File: src/sv/dam_pkg.sv
`timescale 1ns / 1ps
// ----------------------------------------------------------------------------
// dam_pkg
// Shared opcodes, error codes and controller command types.
// ----------------------------------------------------------------------------
package dam_pkg;

  localparam int MemWordsDefault = 100;

  localparam logic [6:0] OP_READ  = 7'd10;
  localparam logic [6:0] OP_WRITE = 7'd11;
  localparam logic [6:0] OP_LOAD  = 7'd20;
  localparam logic [6:0] OP_STORE = 7'd21;
  localparam logic [6:0] OP_ADD   = 7'd30;
  localparam logic [6:0] OP_SUB   = 7'd31;
  localparam logic [6:0] OP_DIV   = 7'd32;
  localparam logic [6:0] OP_MUL   = 7'd33;
  localparam logic [6:0] OP_JMP   = 7'd40;
  localparam logic [6:0] OP_JNEG  = 7'd41;
  localparam logic [6:0] OP_JZERO = 7'd42;
  localparam logic [6:0] OP_HALT  = 7'd43;

  localparam logic [1:0] ERR_NONE    = 2'd0;
  localparam logic [1:0] ERR_DIVZERO = 2'd1;
  localparam logic [1:0] ERR_PASTEND = 2'd2;

  // controller to datapath
  typedef struct packed {
    logic take;        // capture the input value of an accepted item
    logic mem_load;    // write input word at input address
    logic fetch;       // read instruction word at pc
    logic decode;      // latch the word and its quotient by 100
    logic operand;     // operand address digits
    logic opcode;      // opcode digits
    logic exec;        // start the operation
    logic div_step;    // one restoring-divide iteration
    logic div_done;    // commit quotient or product
    logic finish;      // register the result item
  } dam_cmd_t;

  // datapath to controller
  typedef struct packed {
    logic halted;
    logic is_div;
    logic div_last;
  } dam_sts_t;

endpackage

File: src/sv/dam_ctrl.sv
`timescale 1ns / 1ps
// ----------------------------------------------------------------------------
// dam_ctrl
// Sequencer: accepts an item, steps the datapath, hands over the result.
// ----------------------------------------------------------------------------
module dam_ctrl (
  input  logic              clk,
  input  logic              rst,
  input  logic              in_valid,
  output logic              in_stall,
  input  logic              in_command,
  output logic              out_valid,
  input  logic              out_stall,
  output dam_pkg::dam_cmd_t cmd,
  input  dam_pkg::dam_sts_t sts
);
  import dam_pkg::*;

  typedef enum logic [8:0] {
    S_IDLE = 9'b000000001,
    S_FETCH = 9'b000000010,
    S_DEC  = 9'b000000100,
    S_OPND = 9'b000001000,
    S_RDOP = 9'b000010000,
    S_EXEC = 9'b000100000,
    S_DIV  = 9'b001000000,
    S_DONE = 9'b010000000,
    S_FIN  = 9'b100000000
  } state_t;

  state_t state, state_next;
  logic out_full;
  logic fin;

  assign in_stall = (state != S_IDLE) || (out_full && out_stall);
  logic acc_in;
  assign acc_in = in_valid && !in_stall;

  // next state
  always_comb begin
    state_next = state;
    case (state)
      S_IDLE: begin
        if (acc_in) begin
          state_next = (in_command && !sts.halted) ? S_FETCH : S_FIN;
        end
      end
      S_FETCH: state_next = S_DEC;
      S_DEC:   state_next = sts.halted ? S_FIN : S_OPND;
      S_OPND:  state_next = S_RDOP;
      S_RDOP:  state_next = S_EXEC;
      S_EXEC:  state_next = S_DIV;
      S_DIV:   state_next = (!sts.is_div || sts.div_last) ? S_DONE : S_DIV;
      S_DONE:  state_next = S_FIN;
      S_FIN:   state_next = (out_full && out_stall) ? S_FIN : S_IDLE;
      default: state_next = S_IDLE;
    endcase
  end

  always_comb begin
    cmd = '0;
    cmd.take     = acc_in;
    cmd.mem_load = acc_in && !in_command;
    cmd.fetch    = (state == S_FETCH);
    cmd.decode   = (state == S_DEC) && !sts.halted;
    cmd.operand  = (state == S_OPND);
    cmd.opcode   = (state == S_RDOP);
    cmd.exec     = (state == S_EXEC);
    cmd.div_step = (state == S_DIV) && sts.is_div;
    cmd.div_done = (state == S_DONE);
    fin = (state == S_FIN) && !(out_full && out_stall);
    cmd.finish   = fin;
  end

  always_ff @(posedge clk) begin
    if (rst) begin
      state <= S_IDLE;
      out_full <= 1'b0;
    end else begin
      state <= state_next;
      if (fin) begin
        out_full <= 1'b1;
      end else if (!out_stall) begin
        out_full <= 1'b0;
      end
    end
  end

  assign out_valid = out_full;
endmodule

File: config.mk
export PLATFORM = sky130hd
export DESIGN_NAME = dam_ctrl
export DESIGN_NICKNAME = d
export VERILOG_FILES = /design/src/sv/dam_pkg.sv /design/src/sv/dam_ctrl.sv
export SDC_FILE = /design/constraint.sdc
export NUM_CORES = 1
export LEC_CHECK = 0
export BUFFER_PORTS_ARGS = -buffer_cell sky130_fd_sc_hd__buf_4
export CORE_MARGIN = 5
export CORE_UTILIZATION = 43
export DETAILED_ROUTE_END_ITERATION = 10
export PLACE_DENSITY = 0.68
export REMOVE_ABC_BUFFERS = 1
export SYNTH_ARGS = -nofsm -noshare
export SYNTH_HDL_FRONTEND = slang
export SYNTH_SLANG_ARGS = --single-unit
File: constraint.sdc
create_clock -name clk -period 1.3 [get_ports clk]
set_input_delay 0.13 -clock clk [delete_from_list [all_inputs] [get_ports clk]]
set_output_delay 0.13 -clock clk [all_outputs]
set_load 0.05 [all_outputs]
==> summary.txt, run 1 <==
Run status
  • Status: finished with violations
  • Failing checks: negative setup slack

Detailed routing
  • DRC violations left: 0
  • Initial DRC Count: 39
  • Drt pass-1 iters: 4
  • Routed WL per cell: 21.2 µm
  • ANT nets after route: 0
  • Detailed-route wire length: 3040 µm
  • DR vias: 881
  • Via density: 6.16

Hold path
  • Hold Path Stages: 2
  • HP Class: input pin to flip-flop
  • Min-delay src: sts[2]
  • Hold Path Sink: state[1]$_SDFFE_PP0P_

Yosys
  • Synth cell types: 37
  • Mapped Avg Cell Area: 8.21 µm²
  • Post-synthesis mux area share: 0
  • Largest family of logic cells by synthesized area: simple AND/OR/NAND/NOR gates
  • Synth Area in Simple Gates: 0.430
  • Sequential share of the synthesized area: 0.317
  • Post-synthesis xor/xnor area fraction: 0.0139
  • Post-synthesis register bit count: 10
  • Ys Warns: 0
  • Mapped Area: 632 µm²
  • Compound-cell area share of the yosys netlist: 0.168
  • Cells after synthesis: 77
  • Adder-cell share of the synthesized area: 0

Placed design
  • Placed cell area: 925 µm²
  • DP Wirelength: 1450 µm
  • RePlAce Congestion: 0.847
  • PortBufs: 19

Layout
  • Nets: 138
  • Layout cells sized above 1: 0.703
  • Syn-to-layout area delta: 104%
  • Diodes inserted: 0
  • Cell area after layout: 0.00129 mm²
  • Filler cells: 33

Clocking
  • Worst-Skew Late Latency: 0.27 ns
  • Clock Path Buffers: 2
  • Post-cts hold buffer count: 0
  • CTS tree: built
  • H-tree depth: 1
  • Clk pin slew, worst setup/hold paths: 0.06 ns
  • Clk Tree Root Cell: clkbuf_4
  • Clock sinks: 10
  • Num CTS Buffers: 3

Floorplan
  • I/O pin count: 20
  • Die height: 48.3 µm
  • # rows: 13
  • Die W: 48.3 µm
  • Die area: 0.00234 mm²
  • Starting Density: 0.468
  • Core area: 0.00135 mm²

Global route
  • Initial antenna violation count: 0
  • Tot GR Track Use: 0.189
  • Vias in the first global route: 781
  • Grt ovf: 0
  • Largest net degree at the start of global routing: 8
  • First-pass GRT wire length: 3530 µm

Timing
  • Worst clock skew: 0.00437 ns
  • Fmax: 0.568 GHz
  • Unrepaired setup endpoints after global routing: true
  • Final setup viols: 20
  • Worst rel slew slack: 0.779
  • Setup slack after layout: -0.461 ns
  • Worst-margin pin slew: 0.328 ns
  • Slew Viols, Final: 0
  • Minimum clock period: 1.76 ns
  • Fin. Hold Viols: 0
  • Final period util: 1.35
  • Final hold slack: 0.0720 ns

Power and ir drop
  • Worst VDD drop: 0.000843 V
  • Power per standard cell area: 851 mW/mm²
  • Cell leakage power: 0.567 nW

Setup path
  • Critical Path Sink Type: output pin
  • Reg2Reg Launch Point: state[3]$_SDFFE_PP0P_
  • Crit path arrival time: 1.63 ns
  • Reg-to-reg critical path endpoint: state[1]$_SDFFE_PP0P_
  • Flop2flop setup slack: -0.29 ns
  • Peak fanout along the critical path: 3
  • CP required: 1.17 ns
  • R2R depth: 6
  • Startpoint Class: flip-flop
  • Critical path class: flip-flop to output pin

Job
  • Max-Cap Viols: 0
==> what timing repair did <==
item                       CTS  global route
resized for setup           37            32
setup buffers                3             9
setup endpoints to repair   18            19
pin swaps                   10            18
==> per-stage QoR <==
| step | setup WS, ns | std cells | utilization | TNS [ns] | power (mW) |
|---|---|---|---|---|---|
| floorplan | -0.723 | 74 | - | -3.55 | 0.557 |
| global placement | -0.180 | 129 | 0.685 | -1.62 | 0.729 |
| detailed placement | -0.216 | 129 | 0.685 | -2.08 | 0.732 |
| CTS | -0.435 | 135 | 0.819 | -3.89 | 0.999 |
| global route | -0.560 | 143 | 0.954 | -6.59 | 1.14 |
| finish | -0.461 | 143 | 0.954 | -5.09 | 1.10 |
==> registers in the layout, summed over array words and instances, names as in the netlist <==
signal     count
state          9
out_valid      1
==> placed cells by master (no fill, tap or decap), drive strengths merged, types with 2 or more instances in the layout <==
cell and n:
nand2 6, and2b 2, clkbuf 3, inv 5, a211o 2, nor4 3, buf 51, and3 4
a21oi 4, nor2 10, nand2b 2, and4 2, nor3 3, nand3 3, o21ai 3, dfxtp 10
nor3b 2
==> critical path, stage by stage (launching register included) <==
cell	delay, ns
dfxtp_4	0.36
nor4_4	0.34
buf_4	0.17
nand4_1	0.12
a21oi_2	0.19
buf_6	0.18
==> synth_stat cells, drive strengths merged <==
master   n  area share
nor2b    1      0.0099
o21ai    3       0.024
nor2    10       0.063
nand2    6       0.036
and4     2       0.032
nor4     3       0.063
nor4b    1       0.014
dfxtp   10        0.32
and3     4       0.042
a32oi    1       0.014
and2     1      0.0099
a21oi    4       0.032
nand3b   1       0.012
a211o    2       0.028
nand3    3       0.032
buf      3       0.042
xor2     1       0.014
a21o     1       0.014
nand4b   1       0.014
nand2b   2       0.020
and2b    2       0.026
inv      5       0.030
o211ai   1       0.012
nor3b    2       0.024
o311ai   1       0.014
nor3     3       0.024
a311oi   1       0.014
nand4    1      0.0099
o2111a   1       0.018
==> cells by family (layout without fill, tap and decap cells) <==
| logic type | count (synthesis) | after routing |
|---|---|---|
| AND/OR/NAND/NOR | 43 | 43 |
| flip-flops | 10 | 10 |
| buffers and inverters | 8 | 59 |
| AO/OA/AOI/OAI | 15 | 15 |
| XOR/XNOR | 1 | 1 |
==> power by group <==
group,internal [mW],switching (mW),total [mW],leakage (nW)
clock,0.107,0.104,0.211,0.0138
combinational,0.254,0.285,0.539,0.467
sequential,0.317,0.0276,0.345,0.0857
==> layer usage <==
| metal | share of wire | routed length [µm] | GRT usage | up-vias |
|---|---|---|---|---|
| li1 | - | - | - | 387 |
| met1 | 0.38 | 1150 | 0.222 | 422 |
| met2 | 0.50 | 1530 | 0.328 | 53 |
| met3 | 0.081 | 247 | 0.0612 | 19 |
| met4 | 0.036 | 110 | 0.0369 | 0 |
| met5 | 0 | 0 | 0 | - |
==> layout make-up <==
type	instances	area (µm²)	area share
tap	15	18.8	0.0146
inverter	5	18.8	0.0146
multi-input combinational	59	543	0.422
clock buffer	3	22.5	0.0175
timing repair buffer	51	465	0.362
sequential	10	219	0.170
==> how the worst max path moves through the flow <==
| stage | slack [ns] | startpoint | endpoint |
|---|---|---|---|
| 3_3_place_gp | -0.18 | state[3]$_SDFFE_PP0P_ | cmd[8] |
| 2_1_floorplan | -0.72 | state[3]$_SDFFE_PP0P_ | cmd[7] |
| 3_5_place_dp | -0.22 | state[3]$_SDFFE_PP0P_ | cmd[8] |
| 4_1_cts | -0.43 | state[6]$_SDFFE_PP0P_ | cmd[8] |
| 5_1_grt | -0.56 | state[3]$_SDFFE_PP0P_ | in_stall |
| 6_report | -0.46 | state[3]$_SDFFE_PP0P_ | cmd[0] |
(Power assumes the default switching activity.)
==> run 2: changes to the inputs <==
--- a/config.mk
+++ b/config.mk
@@ -6,9 +6,9 @@
 export NUM_CORES = 1
 export LEC_CHECK = 0
 export BUFFER_PORTS_ARGS = -buffer_cell sky130_fd_sc_hd__buf_4
-export CORE_MARGIN = 5
 export CORE_UTILIZATION = 43
 export DETAILED_ROUTE_END_ITERATION = 10
+export GPL_TIMING_DRIVEN = 0
 export PLACE_DENSITY = 0.68
 export REMOVE_ABC_BUFFERS = 1
 export SYNTH_ARGS = -nofsm -noshare
==> constraint.sdc (replaced) <==
create_clock -name clk -period 1.3 [get_ports clk]
set_input_delay 0.26 -clock clk [delete_from_list [all_inputs] [get_ports clk]]
set_output_delay 0.26 -clock clk [all_outputs]
set_load 0.05 [all_outputs]
==> run 2 against run 1 <==
  * The run still ends with negative setup slack left
  * Via count down 17%
  * Sequential power up 3%
  * Register-to-register slack about the same
==> summary.txt, run 2 (synthesis results as in run 1) <==
Setup path
  • CP required: 1.04 ns (-0.13 ns)
  • Critical path class: flip-flop to output pin
  • Startpoint Class: flip-flop
  • Crit path arrival time: 1.66 ns (+0.03 ns)
  • Critical Path Sink Type: output pin
  • Peak fanout along the critical path: 3 (unchanged)
  • Flop2flop setup slack: -0.30 ns (about the same)

Placed design
  • Placed cell area: 767 µm² (-17%)
  • PortBufs: 19 (unchanged)
  • Place WS: -0.406 ns (-0.190 ns)
  • DP Wirelength: 1080 µm (-25%)
  • RePlAce Congestion: 0.824 (-2.8%)

Floorplan
  • Core area: 0.00133 mm² (-1.2%)
  • Die W: 40.3 µm (-17%)
  • # rows: 13 (unchanged)
  • I/O pin count: 20 (unchanged)
  • Die height: 40.3 µm (-17%)
  • Die area: 0.00163 mm² (-30%)
  • Starting Density: 0.474 (+0.00571)

Clocking
  • Clock Path Buffers: 2 (unchanged)
  • CTS tree: built
  • Clock sinks: 10 (unchanged)
  • Clk pin slew, worst setup/hold paths: 0.08 ns (+0.02 ns)
  • H-tree depth: 1 (unchanged)
  • Worst-Skew Late Latency: 0.27 ns (about the same)
  • Num CTS Buffers: 3 (unchanged)
  • Post-cts hold buffer count: 0 (unchanged)
  • Clk Tree Root Cell: clkbuf_4

Timing
  • Final setup viols: 18 (-10%)
  • Final hold slack: 0.172 ns (+0.0999 ns)
  • Slew Viols, Final: 0 (unchanged)
  • Fin. Hold Viols: 0 (unchanged)
  • Setup slack after layout: -0.616 ns (-0.155 ns)
  • Worst rel slew slack: 0.816 (+0.0374)
  • Worst-margin pin slew: 0.274 ns (-0.0539 ns)
  • Minimum clock period: 1.92 ns (+0.155 ns)
  • TNS Setup: -6.18 ns (-1.09 ns)
  • Worst clock skew: 0.00385 ns (-0.000524 ns)
  • Final period util: 1.47 (+0.119)
  • Unrepaired setup endpoints after global routing: true
  • Fmax: 0.522 GHz (-8.1%)

Layout
  • Area of the multi-input gates: 507 µm² (-6.7%)
  • Cell area after layout: 0.00112 mm² (-13%)
  • Reg area: 219 µm² (unchanged)
  • Filler cells: 76 (+130%)
  • Biggest register: state
  • Most frequent cells in the layout: buf_4, buf_6, dfxtp_2
  • Commonest non-fill, non-tap cell in the layout: buf_4
  • Layout cells sized above 1: 0.646 (-0.0571)
  • Diodes inserted: 0 (unchanged)
  • Max reg flops: 9 (unchanged)
  • Syn-to-layout area delta: 77.0%
  • Nets: 122 (-12%)

Global route
  • Largest net degree at the start of global routing: 9 (+1)
  • Tot GR Track Use: 0.236 (+0.0472)
  • Vias in the first global route: 559 (-28%)
  • First-pass GRT wire length: 2450 µm (-31%)
  • Initial antenna violation count: 0 (unchanged)
  • Grt ovf: 0 (unchanged)

Detailed routing
  • ANT nets after route: 0 (unchanged)
  • Detailed-route wire length: 2060 µm (-32%)
  • DR WL met2: 1000 µm (-34%)
  • Initial DRC Count: 21 (-46%)
  • Via density: 5.73 (-7.0%)
  • DRC violations left: 0 (unchanged)
  • DR vias: 733 (-17%)
  • Met1 WL: 936 µm (-18%)
  • Routed WL per cell: 16.1 µm (-24%)
  • Metal3 WL: 106 µm (-57%)
  • Max Used Layer: met4
  • Drt pass-1 iters: 4 (unchanged)

Power and ir drop
  • Cell leakage power: 0.479 nW (-16%)
  • Tot Pwr: 1.12 mW (+1.9%)
  • Worst VDD drop: 0.000587 V (-30%)
  • Power per standard cell area: 998 mW/mm² (+17%)

Run status
  • Status: finished with violations
  • Failing checks: negative setup slack

Job
  • Max-Cap Viols: 0 (unchanged)

Hold path
  • HP Class: input pin to flip-flop
==> run 2: critical path: stages, from the launching register on <==
cell,delay [ns]
dfxtp_4,0.36
nor4_4,0.33
and4_4,0.30
nand3_4,0.09
nor2_4,0.15
buf_8,0.15
==> run 2: stage by stage <==
stage,cells,util
detailed placement,108,0.575
global route,128,0.839
global placement,108,0.575
finish,128,0.839
CTS,120,0.720
floorplan,74,-
==> run 2: where the power goes <==
part	internal [mW]	switching (mW)	leakage (nW)
logic	0.222	0.249	0.372
clock network	0.170	0.121	0.0210
registers	0.321	0.0339	0.0857
total	0.713	0.404	0.479
==> run 2: final cells by class <==
| class | instances | share of cell area |
|---|---|---|
| multi-input combinational | 59 | 0.453 |
| timing repair buffer | 35 | 0.285 |
| sequential | 10 | 0.196 |
| inverter | 5 | 0.0168 |
| clock buffer | 4 | 0.0324 |
| tap | 15 | 0.0168 |
==> run 2: metal layers <==
metal / global-route usage / vias up
met1: 0.308 / 347
met2: 0.353 / 33
li1: - / 351
met5: 0 / -
met4: 0.125 / 0
met3: 0.0556 / 2
==> run 2: timing repair <==
item,CTS,global route
buffers inserted,8,8
setup endpoints to repair,19,19
pin swaps,4,14
resized for setup,31,25
endpoints found under the hold margin,0,0
==> run 2: worst paths after layout <==
kind / from / end / cells after the start
max: state[3]$_SDFFE_PP0P_ / cmd[8] / 5
min: sts[2] / state[1]$_SDFFE_PP0P_ / 2
max reg2reg: state[3]$_SDFFE_PP0P_ / state[1]$_SDFFE_PP0P_ / 5
min reg2reg: state[0]$_SDFFE_PP1P_ / state[2]$_SDFFE_PP0P_ / 1
